**src/rtl/point_segment_distance_unit_core_defines.svh**
```systemverilog
// Assertion macros for the point-to-segment distance unit.
// Used by the top level only; every macro expects aclk and aresetn in scope.
`ifndef POINT_SEGMENT_DISTANCE_UNIT_CORE_DEFINES_SVH
`define POINT_SEGMENT_DISTANCE_UNIT_CORE_DEFINES_SVH

// Same-cycle implication, checked outside reset.
`define PSD_ASSERT_NOW(lbl, ante, cons, msg) \
    lbl: assert property (@(posedge aclk) disable iff (!aresetn) (ante) |-> (cons)) \
        else $error(msg);

// Next-cycle implication, checked outside reset.
`define PSD_ASSERT_NEXT(lbl, ante, cons, msg) \
    lbl: assert property (@(posedge aclk) disable iff (!aresetn) (ante) |=> (cons)) \
        else $error(msg);

`endif

```
**src/rtl/psd_sqrt_cell.sv**
```systemverilog
// One step of the digit-by-digit integer square root, for several lanes.
// Depends on nothing; the tag is carried along untouched.
`timescale 1ns / 1ps

module psd_sqrt_cell #(
    parameter int K     = 25,
    parameter int LANES = 4,
    parameter int TAG_W = 1
) (
    input  logic                        aclk,
    input  logic                        aresetn,
    input  logic                        en,
    input  logic                        in_valid,
    input  logic [LANES-1:0][2*K-1:0]   in_rad,
    input  logic [LANES-1:0][K:0]       in_rem,
    input  logic [LANES-1:0][K-1:0]     in_root,
    input  logic [TAG_W-1:0]            in_tag,
    output logic                        out_valid,
    output logic [LANES-1:0][2*K-1:0]   out_rad,
    output logic [LANES-1:0][K:0]       out_rem,
    output logic [LANES-1:0][K-1:0]     out_root,
    output logic [TAG_W-1:0]            out_tag
);

    logic                      valid_reg;
    logic [LANES-1:0][2*K-1:0] rad_reg, rad_next;
    logic [LANES-1:0][K:0]     rem_reg, rem_next;
    logic [LANES-1:0][K-1:0]   root_reg, root_next;
    logic [TAG_W-1:0]          tag_reg;
    logic [LANES-1:0][K+1:0]   part;
    logic [LANES-1:0][K+1:0]   trial;
    logic [LANES-1:0][K+1:0]   left;
    logic [LANES-1:0]          fits;

    // The remainder never exceeds twice the partial root, so its top bit
    // is clear whenever it is shifted in.
    always_comb begin
        for (int l = 0; l < LANES; l++) begin
            part[l]      = {in_rem[l][K-1:0], in_rad[l][2*K-1:2*K-2]};
            trial[l]     = {in_root[l], 2'b01};
            fits[l]      = part[l] >= trial[l];
            left[l]      = part[l] - trial[l];
            rem_next[l]  = fits[l] ? left[l][K:0] : part[l][K:0];
            root_next[l] = {in_root[l][K-2:0], fits[l]};
            rad_next[l]  = {in_rad[l][2*K-3:0], 2'b00};
        end
    end

    always_ff @(posedge aclk) begin
        if (!aresetn) begin
            valid_reg <= 1'b0;
        end else if (en) begin
            valid_reg <= in_valid;
        end
    end

    always_ff @(posedge aclk) begin
        if (en) begin
            rad_reg  <= rad_next;
            rem_reg  <= rem_next;
            root_reg <= root_next;
            tag_reg  <= in_tag;
        end
    end

    assign out_valid = valid_reg;
    assign out_rad   = rad_reg;
    assign out_rem   = rem_reg;
    assign out_root  = root_reg;
    assign out_tag   = tag_reg;

endmodule

```
**config.mk**
```make
export PLATFORM = sky130hd
export DESIGN_NAME = psd_sqrt_cell
export DESIGN_NICKNAME = d
export VERILOG_FILES = /design/src/rtl/point_segment_distance_unit_core_defines.svh /design/src/rtl/psd_sqrt_cell.sv
export SDC_FILE = /design/constraint.sdc
export NUM_CORES = 1
export LEC_CHECK = 0
export BUFFER_PORTS_ARGS = -buffer_cell sky130_fd_sc_hd__buf_2
export CAP_MARGIN = 25
export CORE_AREA = 2 2 314 316
export CTS_BUF_LIST = sky130_fd_sc_hd__clkbuf_8 sky130_fd_sc_hd__clkbuf_16
export DETAILED_ROUTE_END_ITERATION = 10
export DIE_AREA = 0 0 316 318
export HOLD_SLACK_MARGIN = 0.12
export PLACE_DENSITY = 0.41
export SLEW_MARGIN = 25
export SYNTH_ARGS = -nofsm -noshare
export SYNTH_HDL_FRONTEND = slang
export SYNTH_SLANG_ARGS = --single-unit
export TNS_END_PERCENT = 100
```
**constraint.sdc**
```tcl
create_clock -name aclk -period 2.9 [get_ports aclk]
set_input_delay 0 -clock aclk [delete_from_list [all_inputs] [get_ports aclk]]
set_output_delay 0 -clock aclk [all_outputs]
set_load 0.05 [all_outputs]
```
==> summary.md <==
| Metric | Value |
|---|---|
| Synth Area per Inst | 13.2 sq um |
| CTS tree | done |
| Crit path launch | in_rem[53] |
| Wire per inst | 18.3 microns |
| Routability Congestion | 0.862 |
| Post-DR vias/cell | 4.12 |
| Final Hold Viols | 0 |
| Routed Wire Length | 79100 microns |
| Final Cycle Share | 0.967 |
| Area Growth Syn to Fin | 75.1% |
| Commonest cells after routing, fill and taps aside | buf_2, dlygate4sd3_1, edfxtp_1 |
| Fraction of registers with async set/reset | 0 |
| DRT Pass-1 Iters | 5 |
| Min-delay src | in_rad[41] |
| Largest net degree at the start of global routing | 82 |
| Min-delay worst type | in2reg |
| Fmax | 357 MHz |
| Cell Chain, Critical Path | dlygate4sd3_1, buf_2, ha_1, o211ai_1, a21oi_1, nor2_1, o211ai_1, buf_4, a41oi_2, a211oi_1, or3b_2, buf_12, mux2_4 |
| GR Overflow Total | 0 |
| Post-route minimum period | 2800 ps |
| Total number of vias | 17.8k |
| Setup-failing EPs final | 0 |
| Part of the Yosys area used for sequential elements | 0.631 |
| CP delay by family, top | buffers and inverters |
| Max Buffers Root-to-Sink | 3 |
| CTS H-Tree Depth | 2 |
| Pwr dens | 565 mW/mm^2 |
| IO Pins | 815 |
| CTS Buf Count | 49 |
| Post-route DRC violation count | 0 |
| Synth Flop Type | edfxtp_1 |
| Final Slew Violations | 0 |
| Number of port buffers | 802 |
| Worst Hold Path Cells | 2 |
| Maxcap violations | 0 |
| Critical path type | in2reg |
| Post-synthesis cell type count | 81 |
| Final cell count without fillers | 4318 |
| Root Buffer | clkbuf_16 |
| Crit path max fanout | 17 |
| CP endpoint kind | register |
| Mapped cell area | 0.0189 sq mm |
| Final Power | 18.7 mW |
| Clock Skew | 0 ps |
| Highest ir drop seen on vdd | 0.389 mV |
| Core area | 0.0974 sq mm |
| DRT antenna net count | 0 |
| Row cnt | 115 |
| FF-to-FF path depth | 3 |
| Fillers | 9796 |
| Clk sink count | 398 |
| Vias in the first global route | 18.8k |
| Gr usage total | 0.152 |
| Commonest non-fill, non-tap cell in the layout | buf_2 |
| Initial DRC Count | 1085 |
| Synth warn | 0 |
| Clock network latency to the later pin of the worst-skew pair | 600 ps |
| Final Net Count | 3506 |
| Yosys reg bits | 398 |
| Critical path depth | 13 |
| Dpl cells | 3577 |
| Setup crit start kind | primary input |
| Status | completed |
| First-pass GRT wire length | 116000 microns |
| Die Footprint | 0.100 sq mm |
| Relative slew slack | 0.449 |
| Crit path top cell by count | o211ai_1 |
| Post-DP HPWL | 61700 microns |
| Slowest Stage Delay on Critical Path | 570 ps |
| Req. time, crit path | 3250 ps |
| Worst Tran Pin Value | 826 ps |
| Number of flops mapped to enable cells by yosys | 397 |
| Initial antenna violation count | 14 |
| Worst path bufs/invs | 4 |
| Reg2reg start | out_valid |
| Initial Util | 0.194 |
| Chip width | 316 microns |
| DIE HEIGHT | 318 microns |
| Seq. cell area | 0.0119 sq mm |
| Post-layout util | 0.340 |
| Crit path DAT | 3160 ps |
| Multi-input gate area | 0.00627 sq mm |
| Gate Count Post-Synth | 1431 |
| Pleak | 14.5 nW |
| Share of layout cells above drive strength 1 | 0.338 |
| Max stage delay cell, worst path | dlygate4sd3_1 |
| Clk slew on worst S/H paths | 60 ps |
[final cells by class]
cell class / instances / share of cell area
diodes: 4 / 0.000302
clock buffers: 51 / 0.0385
clock inverters: 38 / 0.00669
inverters: 132 / 0.0150
multi-input cells: 869 / 0.189
flip-flops and latches: 398 / 0.361
well taps: 1287 / 0.0486
repair buffers: 1539 / 0.341
[flip-flops by register name (all words and copies together), names as in the netlist]
signal,count
out_rad,192
out_rem,104
out_valid,1
out_tag,1
out_root,100
[stage by stage]
step	setup slack [ps]	TNS, ps	hold WS (ps)	instance area (sq um)
finish	95.7	0	162	33100
global route	-8.06	-13.5	131	33100
CTS	69.6	0	121	33100
detailed placement	-219	-4750	178	25100
global placement	-216	-4770	178	25100
floorplan	383	0	98.9	18900
[metal layers]
layer  up-vias  part of all wire  wire length (microns)  global-route usage
met4         2             0.022                   1750              0.0425
met1      8688              0.42                  33500               0.187
met3        94             0.053                   4190              0.0288
met2       557              0.50                  39700               0.269
met5         -           0.00011                      9                   0
li1       8464                 -                      -                   -
[Yosys cell counts (17+ instances only)]
| cell | instances | share of area |
|---|---|---|
| nor3_1 | 23 | 0.0061 |
| mux2_2 | 19 | 0.011 |
| inv_1 | 131 | 0.026 |
| o21ai_0 | 68 | 0.018 |
| xnor2_1 | 53 | 0.025 |
| edfxtp_1 | 397 | 0.63 |
| ha_1 | 108 | 0.071 |
| nor2_1 | 88 | 0.017 |
| mux2_4 | 17 | 0.013 |
| a21o_1 | 41 | 0.016 |
| nand4_1 | 20 | 0.0066 |
| nand2_1 | 72 | 0.014 |
| xor2_1 | 34 | 0.016 |
| nand3_1 | 21 | 0.0056 |
| a21oi_1 | 108 | 0.029 |
[what timing repair did]
action,CTS,global route
hold endpoints to repair,458,0
hold buffers,647,0
resized for setup,0,5
buffers inserted,0,1
setup endpoints to repair,0,29
[logic make-up (layout without fill, tap and decap cells)]
family | after synthesis | in the layout | share of synthesized area
multiplexers | 39 | 39 | 0.0264
XOR/XNOR | 87 | 87 | 0.0403
AND/OR/NAND/NOR | 285 | 285 | 0.0723
adder cells (fa/ha/maj) | 108 | 108 | 0.0714
other | 1 | 12 | 0.000198
flip-flops | 398 | 398 | 0.631
AO/OA/AOI/OAI | 342 | 342 | 0.119
buffers and inverters | 171 | 1760 | 0.0390
[worst register-to-register path: stages, from the launching register on]
cell           delay [ps]
dfxtp_1               320
mux2i_1               140
nor2b_1                60
dlygate4sd3_1         550
[power breakdown]
part           switching [mW]  leakage (nW)  internal [mW]
Clock                    2.46         0.805           3.33
Combinational            3.71          9.78           2.01
Sequential              0.193          3.89           7.00
[final timing paths]
kind,endpoint,slack (ps)
min reg2reg,out_valid,1100
max reg2reg,out_valid,1710
min,out_rad[43],160
max,out_rem[69],100
Power figures use the tool's default switching activity.
