--- src/rtl/point_segment_distance_unit_core_defines.svh ---
// Assertion macros for the point-to-segment distance unit.
// Used by the top level only; every macro expects aclk and aresetn in scope.
`ifndef POINT_SEGMENT_DISTANCE_UNIT_CORE_DEFINES_SVH
`define POINT_SEGMENT_DISTANCE_UNIT_CORE_DEFINES_SVH

// Same-cycle implication, checked outside reset.
`define PSD_ASSERT_NOW(lbl, ante, cons, msg) \
    lbl: assert property (@(posedge aclk) disable iff (!aresetn) (ante) |-> (cons)) \
        else $error(msg);

// Next-cycle implication, checked outside reset.
`define PSD_ASSERT_NEXT(lbl, ante, cons, msg) \
    lbl: assert property (@(posedge aclk) disable iff (!aresetn) (ante) |=> (cons)) \
        else $error(msg);

`endif

--- src/rtl/psd_div_cell.sv ---
// One step of the restoring divider chain: one quotient bit per cell.
// Depends on nothing; the tag is carried along untouched.
`timescale 1ns / 1ps

module psd_div_cell #(
    parameter int W     = 50,
    parameter int TAG_W = 1
) (
    input  logic             aclk,
    input  logic             aresetn,
    input  logic             en,
    input  logic             in_valid,
    input  logic [W-1:0]     in_rem,
    input  logic [W-1:0]     in_word,
    input  logic [W-1:0]     in_divisor,
    input  logic [TAG_W-1:0] in_tag,
    output logic             out_valid,
    output logic [W-1:0]     out_rem,
    output logic [W-1:0]     out_word,
    output logic [W-1:0]     out_divisor,
    output logic [TAG_W-1:0] out_tag
);

    logic             valid_reg;
    logic [W-1:0]     rem_reg, rem_next;
    logic [W-1:0]     word_reg, word_next;
    logic [W-1:0]     divisor_reg;
    logic [TAG_W-1:0] tag_reg;
    logic [W:0]       shifted;
    logic [W:0]       diff;
    logic             fits;

    // The word holds the remaining dividend bits at the top and collects
    // quotient bits at the bottom.
    always_comb begin
        shifted   = {in_rem, in_word[W-1]};
        diff      = shifted - {1'b0, in_divisor};
        fits      = shifted >= {1'b0, in_divisor};
        rem_next  = fits ? diff[W-1:0] : shifted[W-1:0];
        word_next = {in_word[W-2:0], fits};
    end

    always_ff @(posedge aclk) begin
        if (!aresetn) begin
            valid_reg <= 1'b0;
        end else if (en) begin
            valid_reg <= in_valid;
        end
    end

    always_ff @(posedge aclk) begin
        if (en) begin
            rem_reg     <= rem_next;
            word_reg    <= word_next;
            divisor_reg <= in_divisor;
            tag_reg     <= in_tag;
        end
    end

    assign out_valid   = valid_reg;
    assign out_rem     = rem_reg;
    assign out_word    = word_reg;
    assign out_divisor = divisor_reg;
    assign out_tag     = tag_reg;

endmodule

--- config.mk ---
export PLATFORM = sky130hd
export DESIGN_NAME = psd_div_cell
export DESIGN_NICKNAME = d
export VERILOG_FILES = /design/src/rtl/point_segment_distance_unit_core_defines.svh /design/src/rtl/psd_div_cell.sv
export SDC_FILE = /design/constraint.sdc
export NUM_CORES = 1
export LEC_CHECK = 0
export BUFFER_PORTS_ARGS = -buffer_cell sky130_fd_sc_hd__buf_2
export CELL_PAD_IN_SITES_DETAIL_PLACEMENT = 1
export CELL_PAD_IN_SITES_GLOBAL_PLACEMENT = 2
export CORE_MARGIN = 2
export CORE_UTILIZATION = 32
export DETAILED_ROUTE_END_ITERATION = 10
export GPL_ROUTABILITY_DRIVEN = 0
export GPL_TIMING_DRIVEN = 1
export PLACE_DENSITY_LB_ADDON = 0.2
export SLEW_MARGIN = 20
export SYNTH_ARGS = -nofsm -noshare
export SYNTH_HDL_FRONTEND = slang
export SYNTH_SLANG_ARGS = --single-unit
--- constraint.sdc ---
create_clock -name aclk -period 4.6 [get_ports aclk]
set_clock_uncertainty 0.05 [all_clocks]
set_input_delay 0.23 -clock aclk [delete_from_list [all_inputs] [get_ports aclk]]
set_output_delay 0.23 -clock aclk [all_outputs]
set_load 0.1 [all_outputs]
==> impl_metrics.json, run 1 <==
{
  "slew_headroom_pct": 38.8,
  "synthDominantCellAreaShare_pct": 54.0,
  "grt_pass1_vias": 7921,
  "netlist_area_um2": 8390,
  "synth_cell_types": 65,
  "grt-busiest-layer": "met2",
  "vdd_ir_drop_max_mv": 0.195,
  "yosysMostFrequentCell": "edfxtp_1",
  "status": "completed",
  "syn_nets": 960,
  "synth_ff_type": "edfxtp_1",
  "path_clk_slew_ns": 0.07,
  "rsz0062_at_grt": "false",
  "drt_iter0_markers": 294,
  "async_flop_share_pct": 0,
  "post_cts_buffers": 0,
  "cts.sinks": 152,
  "power.density_nw_per_um2": 439,
  "seqCellArea_um2": 4550,
  "io_pins": 307,
  "routed_wirelength_um": 27900,
  "endpoint_kind": "flop",
  "finalSetupViolations": 0,
  "dp_hpwl_um": 20700,
  "synth_seq_area_share_pct": 54.3,
  "ys_seq_elements": 152,
  "arrival_ns": 4.06,
  "ant_nets": 0,
  "multi_input_area_um2": 3410,
  "hold_path_depth": 3,
  "maxCapViolCount": 0,
  "synth.area.top_cells": "edfxtp_1 54%, ha_1 7.5%, a21oi_1 5.4%, nor2_1 3.0%, xnor2_1 2.9%",
  "fmax_ghz": 0.254,
  "numCtsBuffers": 17,
  "start_kind": "input pin",
  "rrSetupSlack_ns": 3.94,
  "grt_pass1_wl_um": 44400,
  "vias_per_cell": 4.88,
  "postCtsResizedCells": 0,
  "antenna_found_initial": 3,
  "finalHoldViolations": 0,
  "h-tree-depth": 4,
  "global_route.usage.met1_pct": 25.6,
  "drc_errors": 0,
  "nNetsFinal": 1357,
  "cts_buffer_depth": 2,
  "grt_use_met3_pct": 4.36,
  "clock_latency_ns": 0.42,
  "grt_max_degree": 95,
  "synth_edf_count": 151,
  "reg2reg_from": "out_valid",
  "fin_hold_ws_ns": 0.0334,
  "vias": 7318,
  "die_h_um": 166,
  "setup_slack_ns": 0.662,
  "yosysWarnings": 0,
  "critPathMaxFanout": 52,
  "drive_gt1_share_pct": 31.3,
  "dp_slack_ns": 0.707,
  "grtUsageMet2_pct": 35.8,
  "min-delay-start": "in_valid",
  "nFillCells": 2883,
  "cts_tree": "done",
  "min_to": "out_valid",
  "crit_required_ns": 4.73,
  "core_region_area_um2": 25900,
  "grt_overflow_total": 0,
  "grtUsageTotal_pct": 20.4,
  "cts_root_buf": "clkbuf_16",
  "p_leak_nw": 5.21,
  "r2r-end": "out_valid",
  "postSynthCellCount": 754,
  "cts_hold_buf": 101,
  "start_util_pct": 32.4,
  "first_pass_iters": 5,
  "dieArea_um2": 27500,
  "critical_path_class": "input pin to flop",
  "syn_to_final_growth_pct": 41.1,
  "fin_crit_ns": 3.94,
  "synth_common_cells": "151 x edfxtp_1, 91 x a21oi_1, 66 x nor2_1, 62 x inv_1, 50 x ha_1",
  "final-instance-count-excl-fill": 1501,
  "finalSetupTns_ns": 0,
  "dp_cells": 1366,
  "die_w_um": 166,
  "avgSynthCellArea_um2": 11.1,
  "num_rows": 59,
  "avgRoutedWirePerCell_um": 18.6,
  "reg2reg_depth": 2,
  "synth_top_cell_by_area": "edfxtp_1",
  "postLayoutCoreUtil_pct": 45.7,
  "period_share_pct": 85.6,
  "io_buffers": 306,
  "worst_pin_slew_ns": 0.919,
  "hp-class": "input pin to flop",
  "slew_viol_final": 0
}
-- placed cells by master, fill, tap and decap left out, types with 8 or more instances in the layout --
| master | count |
|---|---|
| a21o_1 | 19 |
| a21oi_1 | 91 |
| buf_2 | 305 |
| clkbuf_16 | 17 |
| dlygate4sd3_1 | 101 |
| edfxtp_1 | 151 |
| ha_1 | 50 |
| inv_1 | 62 |
| mux2_4 | 11 |
| nand2_1 | 46 |
| nand3_1 | 11 |
| nand4_1 | 18 |
| nor2_1 | 66 |
| nor3_1 | 14 |
| o21a_1 | 8 |
| o21ai_0 | 29 |
| o21bai_1 | 10 |
| xnor2_1 | 28 |
| xor2_1 | 15 |
-- where the power goes --
group / leakage, nW / switching (mW) / internal (mW) / total, mW
logic: 3.43 / 1.52 / 0.442 / 1.96
registers: 1.49 / 0.0384 / 1.70 / 1.74
clock network: 0.295 / 0.668 / 0.827 / 1.50
total: 5.21 / 2.23 / 2.97 / 5.20
-- metrics by stage --
stage,power (mW),instance area (um^2)
floorplan,3.29,8390
global placement,3.66,10200
detailed placement,3.67,10200
CTS,5.25,11800
global route,5.41,11800
finish,5.20,11800
-- kinds of logic (layout without fill, tap and decap cells) --
logic type                 Yosys count  count (layout)  synth area share, %
AOI/OAI and AO/OA                  204             204                 15.3
xor gates and xnor gates            43              43                 4.49
adders and majority gates           51              51                 7.70
buffers and inverters               97             507                 5.04
DFF                                152             152                 54.3
muxes                               14              14                 2.34
other                                0               2                    0
and+or+nand+nor                    193             193                 10.9
-- how the worst max path moves through the flow --
stage               slack (ns)           to      startpoint
floorplan                 1.49  out_rem[10]  in_divisor[30]
global placement          0.78  out_rem[15]  in_divisor[10]
detailed placement        0.71   out_rem[9]  in_divisor[10]
CTS                       0.62  out_rem[15]  in_divisor[28]
global route              0.31  out_rem[15]   in_divisor[9]
finish                    0.66  out_rem[15]  in_divisor[28]
-- routing by layer --
layer	vias up	share of wire [%]	routed length [um]
li1	3566	-	-
met1	3514	44	12300
met2	214	50	13800
met3	22	5.0	1390
met4	2	1.3	370
met5	-	0.047	13
-- critical path: stages --
cell,delay (ns)
dlygate4sd3_1,0.53
buf_2,0.12
inv_1,0.05
ha_1,0.44
a21oi_1,0.14
o211ai_2,0.17
a41oi_1,0.20
or4_1,0.59
a21oi_2,0.18
o2111ai_2,0.15
and2_1,0.22
inv_4,0.44
buf_12,0.28
mux2_4,0.31
-- cell type report --
cell class              instances  share of cell area, %
flip-flops and latches        152                   38.5
multi-input cells             505                   28.8
repair buffers                412                   21.9
clock buffers                  18                   3.62
well taps                     335                   3.54
inverters                      63                   2.02
clock inverters                14                   1.55
diodes                          2                 0.0423
-- registers in the layout (all words and copies together) (netlist names) --
name / cells
out_divisor: 50
out_rem: 50
out_tag: 1
out_word: 50
out_valid: 1
Power figures use the tool's default switching activity.
==> run 2, diff against run 1 <==
--- a/config.mk
+++ b/config.mk
@@ -13,7 +13,7 @@
 export DETAILED_ROUTE_END_ITERATION = 10
 export GPL_ROUTABILITY_DRIVEN = 0
 export GPL_TIMING_DRIVEN = 1
-export PLACE_DENSITY_LB_ADDON = 0.2
+export PLACE_DENSITY = 0.9
 export SLEW_MARGIN = 20
 export SYNTH_ARGS = -nofsm -noshare
 export SYNTH_HDL_FRONTEND = slang
==> run 2 against run 1 <==
  * Final cell count barely moved
  * Final area fell by 0.25%
  * Critical path depth did not move
  * Largest cell class unchanged
  * First-iteration DRC count rose by 8.5%
==> impl_metrics.json, run 2 (synthesis results as in run 1) <==
{
  "status": "completed",
  "finalSetupTns_ns": 0,
  "p_leak_nw": 5.20,
  "clock_latency_ns": 0.42,
  "mostFrequentLayoutCell": "buf_2",
  "hp-class": "input pin to flop",
  "slew_headroom_pct": 49.4,
  "mostFrequentLayoutCells": "305 x buf_2, 151 x edfxtp_1, 101 x dlygate4sd3_1",
  "numCtsBuffers": 17,
  "seqCellArea_um2": 4550,
  "reg2reg_from": "out_valid",
  "grt_max_degree": 77,
  "start_util_pct": 32.4,
  "r2r-end": "out_valid",
  "vdd_ir_drop_max_mv": 0.246,
  "startpoint": "in_divisor[9]",
  "min_to": "out_valid",
  "critical_path_class": "input pin to flop",
  "dieArea_um2": 27500,
  "num_rows": 59,
  "cts_buffer_depth": 2,
  "h-tree-depth": 4,
  "path_clk_slew_ns": 0.07,
  "maxCapViolCount": 0,
  "finalHoldViolations": 0,
  "period_share_pct": 87.7,
  "nFillCells": 2904,
  "ant_nets": 0,
  "vias": 7368,
  "cts_hold_buf": 101,
  "start_kind": "input pin",
  "drt_iter0_markers": 319,
  "drive_gt1_share_pct": 31.3,
  "io_pins": 307,
  "syn_to_final_growth_pct": 40.8,
  "first_pass_iters": 6,
  "finalSetupViolations": 0,
  "drc_errors": 0,
  "endpoint_kind": "flop",
  "routed_wirelength_um": 27300,
  "fin_crit_ns": 4.04,
  "grt_overflow_total": 0,
  "grtUsageTotal_pct": 19.7,
  "postCtsResizedCells": 0,
  "min-delay-start": "in_valid",
  "power.density_nw_per_um2": 435,
  "post_cts_buffers": 0,
  "grt_pass1_wl_um": 43100,
  "rrSetupSlack_ns": 3.95,
  "worst_pin_slew_ns": 0.759,
  "critPathMaxFanout": 51,
  "io_buffers": 306,
  "cts_root_buf": "clkbuf_16",
  "vias_per_cell": 4.91,
  "fmax_ghz": 0.248,
  "cts_tree": "done",
  "dp_hpwl_um": 20600,
  "core_region_area_um2": 25900,
  "die_w_um": 166,
  "arrival_ns": 4.16,
  "avgRoutedWirePerCell_um": 18.2,
  "nNetsFinal": 1358,
  "die_h_um": 166,
  "finalPower_mw": 5.14,
  "reg2reg_depth": 2,
  "grt_pass1_vias": 7868,
  "crit_required_ns": 4.73,
  "slew_viol_final": 0,
  "hold_path_depth": 3,
  "rsz0062_at_grt": "false",
  "antenna_found_initial": 3,
  "cts.sinks": 152,
  "multi_input_area_um2": 3410
}
## run 2: changes by cell type in the layout (fill, tap and decap cells not counted), sizes merged
| cell | previous run | this run |
|---|---|---|
| buf | 311 | 312 |
| clkinv | 5 | 2 |
| clkinvlp | 1 | 2 |
| bufinv | 2 | 1 |
| inv | 69 | 72 |
## run 2: report_power, final
group	total, mW	switching, mW	internal (mW)
clock	1.43	0.659	0.775
sequential	1.74	0.0359	1.70
combinational	1.96	1.52	0.441
total	5.14	2.22	2.92
## run 2: routing by layer
metal	up-vias	track usage [%]	share of wire, %
li1	3560	-	-
met1	3541	24.7	43
met2	233	34.4	49
met3	32	4.27	5.4
met4	2	5.33	1.7
met5	-	0	0.026
## run 2: how the worst max path moves through the flow
stage	end	slack [ns]
2_1_floorplan	out_rem[10]	1.49
3_3_place_gp	out_rem[15]	0.68
3_5_place_dp	out_rem[12]	0.62
4_1_cts	out_rem[12]	0.52
5_1_grt	out_rem[12]	0.25
6_report	out_rem[12]	0.56
## run 2: worst max-delay path: stages
cell and delay, ns:
dlygate4sd3_1 0.52, buf_2 0.11, inv_1 0.04, ha_1 0.36, nand2_1 0.19, or3_1 0.40
a31oi_1 0.27, o21ai_0 0.27, a21oi_2 0.25, o2111ai_2 0.15, and2_1 0.22, inv_4 0.46
buf_4 0.32, mux2_4 0.31
## run 2: layout make-up
| type | instances | share of cell area, % |
|---|---|---|
| inverter | 63 | 2.02 |
| clock buffer | 18 | 3.63 |
| tap | 335 | 3.55 |
| antenna | 2 | 0.0424 |
| timing repair buffer | 413 | 22.0 |
| multi-input combinational | 505 | 28.9 |
| sequential | 152 | 38.6 |
| clock inverter | 14 | 1.35 |
## run 2: per-stage QoR
stage / cells / hold slack [ns] / cell area, um^2 / worst slack (ns) / util, %
floorplan: 754 / 0.279 / 8390 / 1.49 / -
global placement: 1367 / 0.357 / 10200 / 0.684 / 39.4
detailed placement: 1367 / 0.358 / 10200 / 0.617 / 39.4
CTS: 1500 / 0.0166 / 11800 / 0.518 / 45.6
global route: 1502 / 0.0544 / 11800 / 0.248 / 45.6
finish: 1502 / 0.0247 / 11800 / 0.564 / 45.6
==> run 3, diff against run 2 <==
--- a/config.mk
+++ b/config.mk
@@ -9,11 +9,13 @@
 export CELL_PAD_IN_SITES_DETAIL_PLACEMENT = 1
 export CELL_PAD_IN_SITES_GLOBAL_PLACEMENT = 2
 export CORE_MARGIN = 2
-export CORE_UTILIZATION = 32
+export CORE_UTILIZATION = 31
+export CTS_BUF_LIST = sky130_fd_sc_hd__clkbuf_4
 export DETAILED_ROUTE_END_ITERATION = 10
 export GPL_ROUTABILITY_DRIVEN = 0
 export GPL_TIMING_DRIVEN = 1
-export PLACE_DENSITY = 0.9
+export HOLD_SLACK_MARGIN = 0.03
+export PLACE_DENSITY = 0.87
 export SLEW_MARGIN = 20
 export SYNTH_ARGS = -nofsm -noshare
 export SYNTH_HDL_FRONTEND = slang
==> constraint.sdc (replaced) <==
create_clock -name aclk -period 4.4 [get_ports aclk]
set_clock_uncertainty 0.05 [all_clocks]
set_input_delay 0.22 -clock aclk [delete_from_list [all_inputs] [get_ports aclk]]
set_output_delay 0.22 -clock aclk [all_outputs]
set_load 0.1 [all_outputs]
==> run 3 against run 2 <==
  * Core utilization down 0.66 points
  * Sequential cell count is the same
  * Worst hold slack gained 0.16 ns
  * Largest power group unchanged
  * Highest routed layer unchanged
==> impl_metrics.json, run 3 (synthesis results as in run 1) <==
{
  "clock_latency_ns": 0.59,
  "fin_crit_ns": 3.88,
  "final-instance-count-excl-fill": 1558,
  "maxCapViolCount": 0,
  "fin_hold_ws_ns": 0.184,
  "fmax_ghz": 0.258,
  "postLayoutCoreUtil_pct": 44.9,
  "finalPower_mw": 4.79,
  "vdd_ir_drop_max_mv": 0.142,
  "die_h_um": 169,
  "start_util_pct": 31.4,
  "dp_hpwl_um": 20200,
  "mostFrequentLayoutCell": "buf_2",
  "rsz0062_at_grt": "false",
  "dp_cells": 1372,
  "cpPeakStageDelay_ns": 0.60,
  "grt_pass1_vias": 8231,
  "cts_root_buf": "clkbuf_4",
  "grt_use_met3_pct": 5.19,
  "cp_slowest_cell": "or4_1",
  "start_kind": "input pin",
  "finalSetupViolations": 0,
  "path_delay_family": "buffers and inverters",
  "cts_tree": "done",
  "mostFrequentLayoutCells": "305 x buf_2, 152 x dlygate4sd3_1, 151 x edfxtp_1",
  "critical_path_class": "input pin to flop",
  "grtUsageTotal_pct": 19.8,
  "cts.sinks": 152,
  "grtUsageMet2_pct": 35.6,
  "critPathMaxFanout": 67,
  "avgRoutedWirePerCell_um": 18.0,
  "io_buffers": 306,
  "antenna_found_initial": 3,
  "p_leak_nw": 5.26,
  "num_rows": 60,
  "power.density_nw_per_um2": 399,
  "worstPathCellList": "dlygate4sd3_1 -> buf_2 -> inv_1 -> ha_1 -> a21oi_1 -> o21ai_0 -> a41oi_1 -> or4_1 -> a21oi_2 -> o2111ai_2 -> and2_1 -> inv_4 -> buf_4 -> a21oi_1",
  "ant_nets": 0,
  "drc_errors": 0,
  "arrival_ns": 4.15,
  "nNetsFinal": 1408,
  "grt_max_degree": 89,
  "slew_headroom_pct": 40.9,
  "h-tree-depth": 4,
  "crit_required_ns": 4.67,
  "first_pass_iters": 4,
  "io_pins": 307,
  "grt-busiest-layer": "met2",
  "routed_wirelength_um": 28100,
  "vias": 7561,
  "hp-class": "input pin to flop",
  "endpoint_kind": "flop",
  "dieArea_um2": 28400,
  "worst_pin_slew_ns": 0.886,
  "grt_overflow_total": 0,
  "global_route.usage.met1_pct": 24.0,
  "core_region_area_um2": 26700,
  "numCtsBuffers": 17,
  "slew_viol_final": 0,
  "finalHoldViolations": 0,
  "path_clk_slew_ns": 0.16,
  "status": "completed",
  "vias_per_cell": 4.85,
  "die_w_um": 169,
  "postCtsResizedCells": 0,
  "path_buf_inv": 5,
  "period_share_pct": 88.2,
  "syn_to_final_growth_pct": 43.1,
  "drt_iter0_markers": 351,
  "finalSetupTns_ns": 0,
  "path_common_cell": "a21oi_1",
  "grt_pass1_wl_um": 44200,
  "drive_gt1_share_pct": 30.0,
  "cts_buffer_depth": 2
}
run 3: final cells by class:
cell class,instances,area (um^2)
Sequential cell,152,4550
Inverter,63,239
Fill cell,3066,14700
Multi-Input combinational cell,505,3410
Antenna cell,2,5.00
Clock buffer,18,135
Timing Repair Buffer,463,3100
Clock inverter,14,138
Tap cell,341,427
run 3: routing by layer:
metal	share of wire (%)	wire length, um	vias to the layer above
met1	43	12000	3621
met2	50	14100	226
li1	-	-	3681
met5	0.086	24	-
met4	1.1	319	4
met3	5.7	1600	29
run 3: per-stage QoR:
| stage | setup slack [ns] | cell area (um^2) |
|---|---|---|
| global route | 0.172 | 12000 |
| global placement | 0.637 | 10200 |
| finish | 0.517 | 12000 |
| detailed placement | 0.491 | 10200 |
| CTS | 0.569 | 12000 |
| floorplan | 1.30 | 8390 |
run 3: worst register-to-register path, cell delays in order (launching register included):
cell and delay, ns:
dfxtp_1 0.35, mux2i_1 0.15, nor2b_1 0.07, dlygate4sd3_1 0.55
run 3: where the power goes:
| group | total, mW | leakage (nW) | internal [mW] | switching [mW] |
|---|---|---|---|---|
| registers | 1.82 | 1.49 | 1.78 | 0.0380 |
| clock network | 0.879 | 0.136 | 0.254 | 0.625 |
| logic | 2.09 | 3.64 | 0.490 | 1.60 |
| total | 4.79 | 5.26 | 2.52 | 2.26 |
run 3: timing repair:
item | 4_1_cts | 5_1_grt
hold endpoints to repair | 151 | 0
hold buffers | 152 | 0
buffers inserted | 0 | 0
run 3: path summary, 6_finish.rpt:
check	from	end	slack, ns	depth (start not counted)
max reg2reg	out_valid	out_valid	3.13	3
min	en	out_divisor[47]	0.18	1
min reg2reg	out_valid	out_valid	1.10	3
max	in_divisor[32]	out_rem[34]	0.52	14
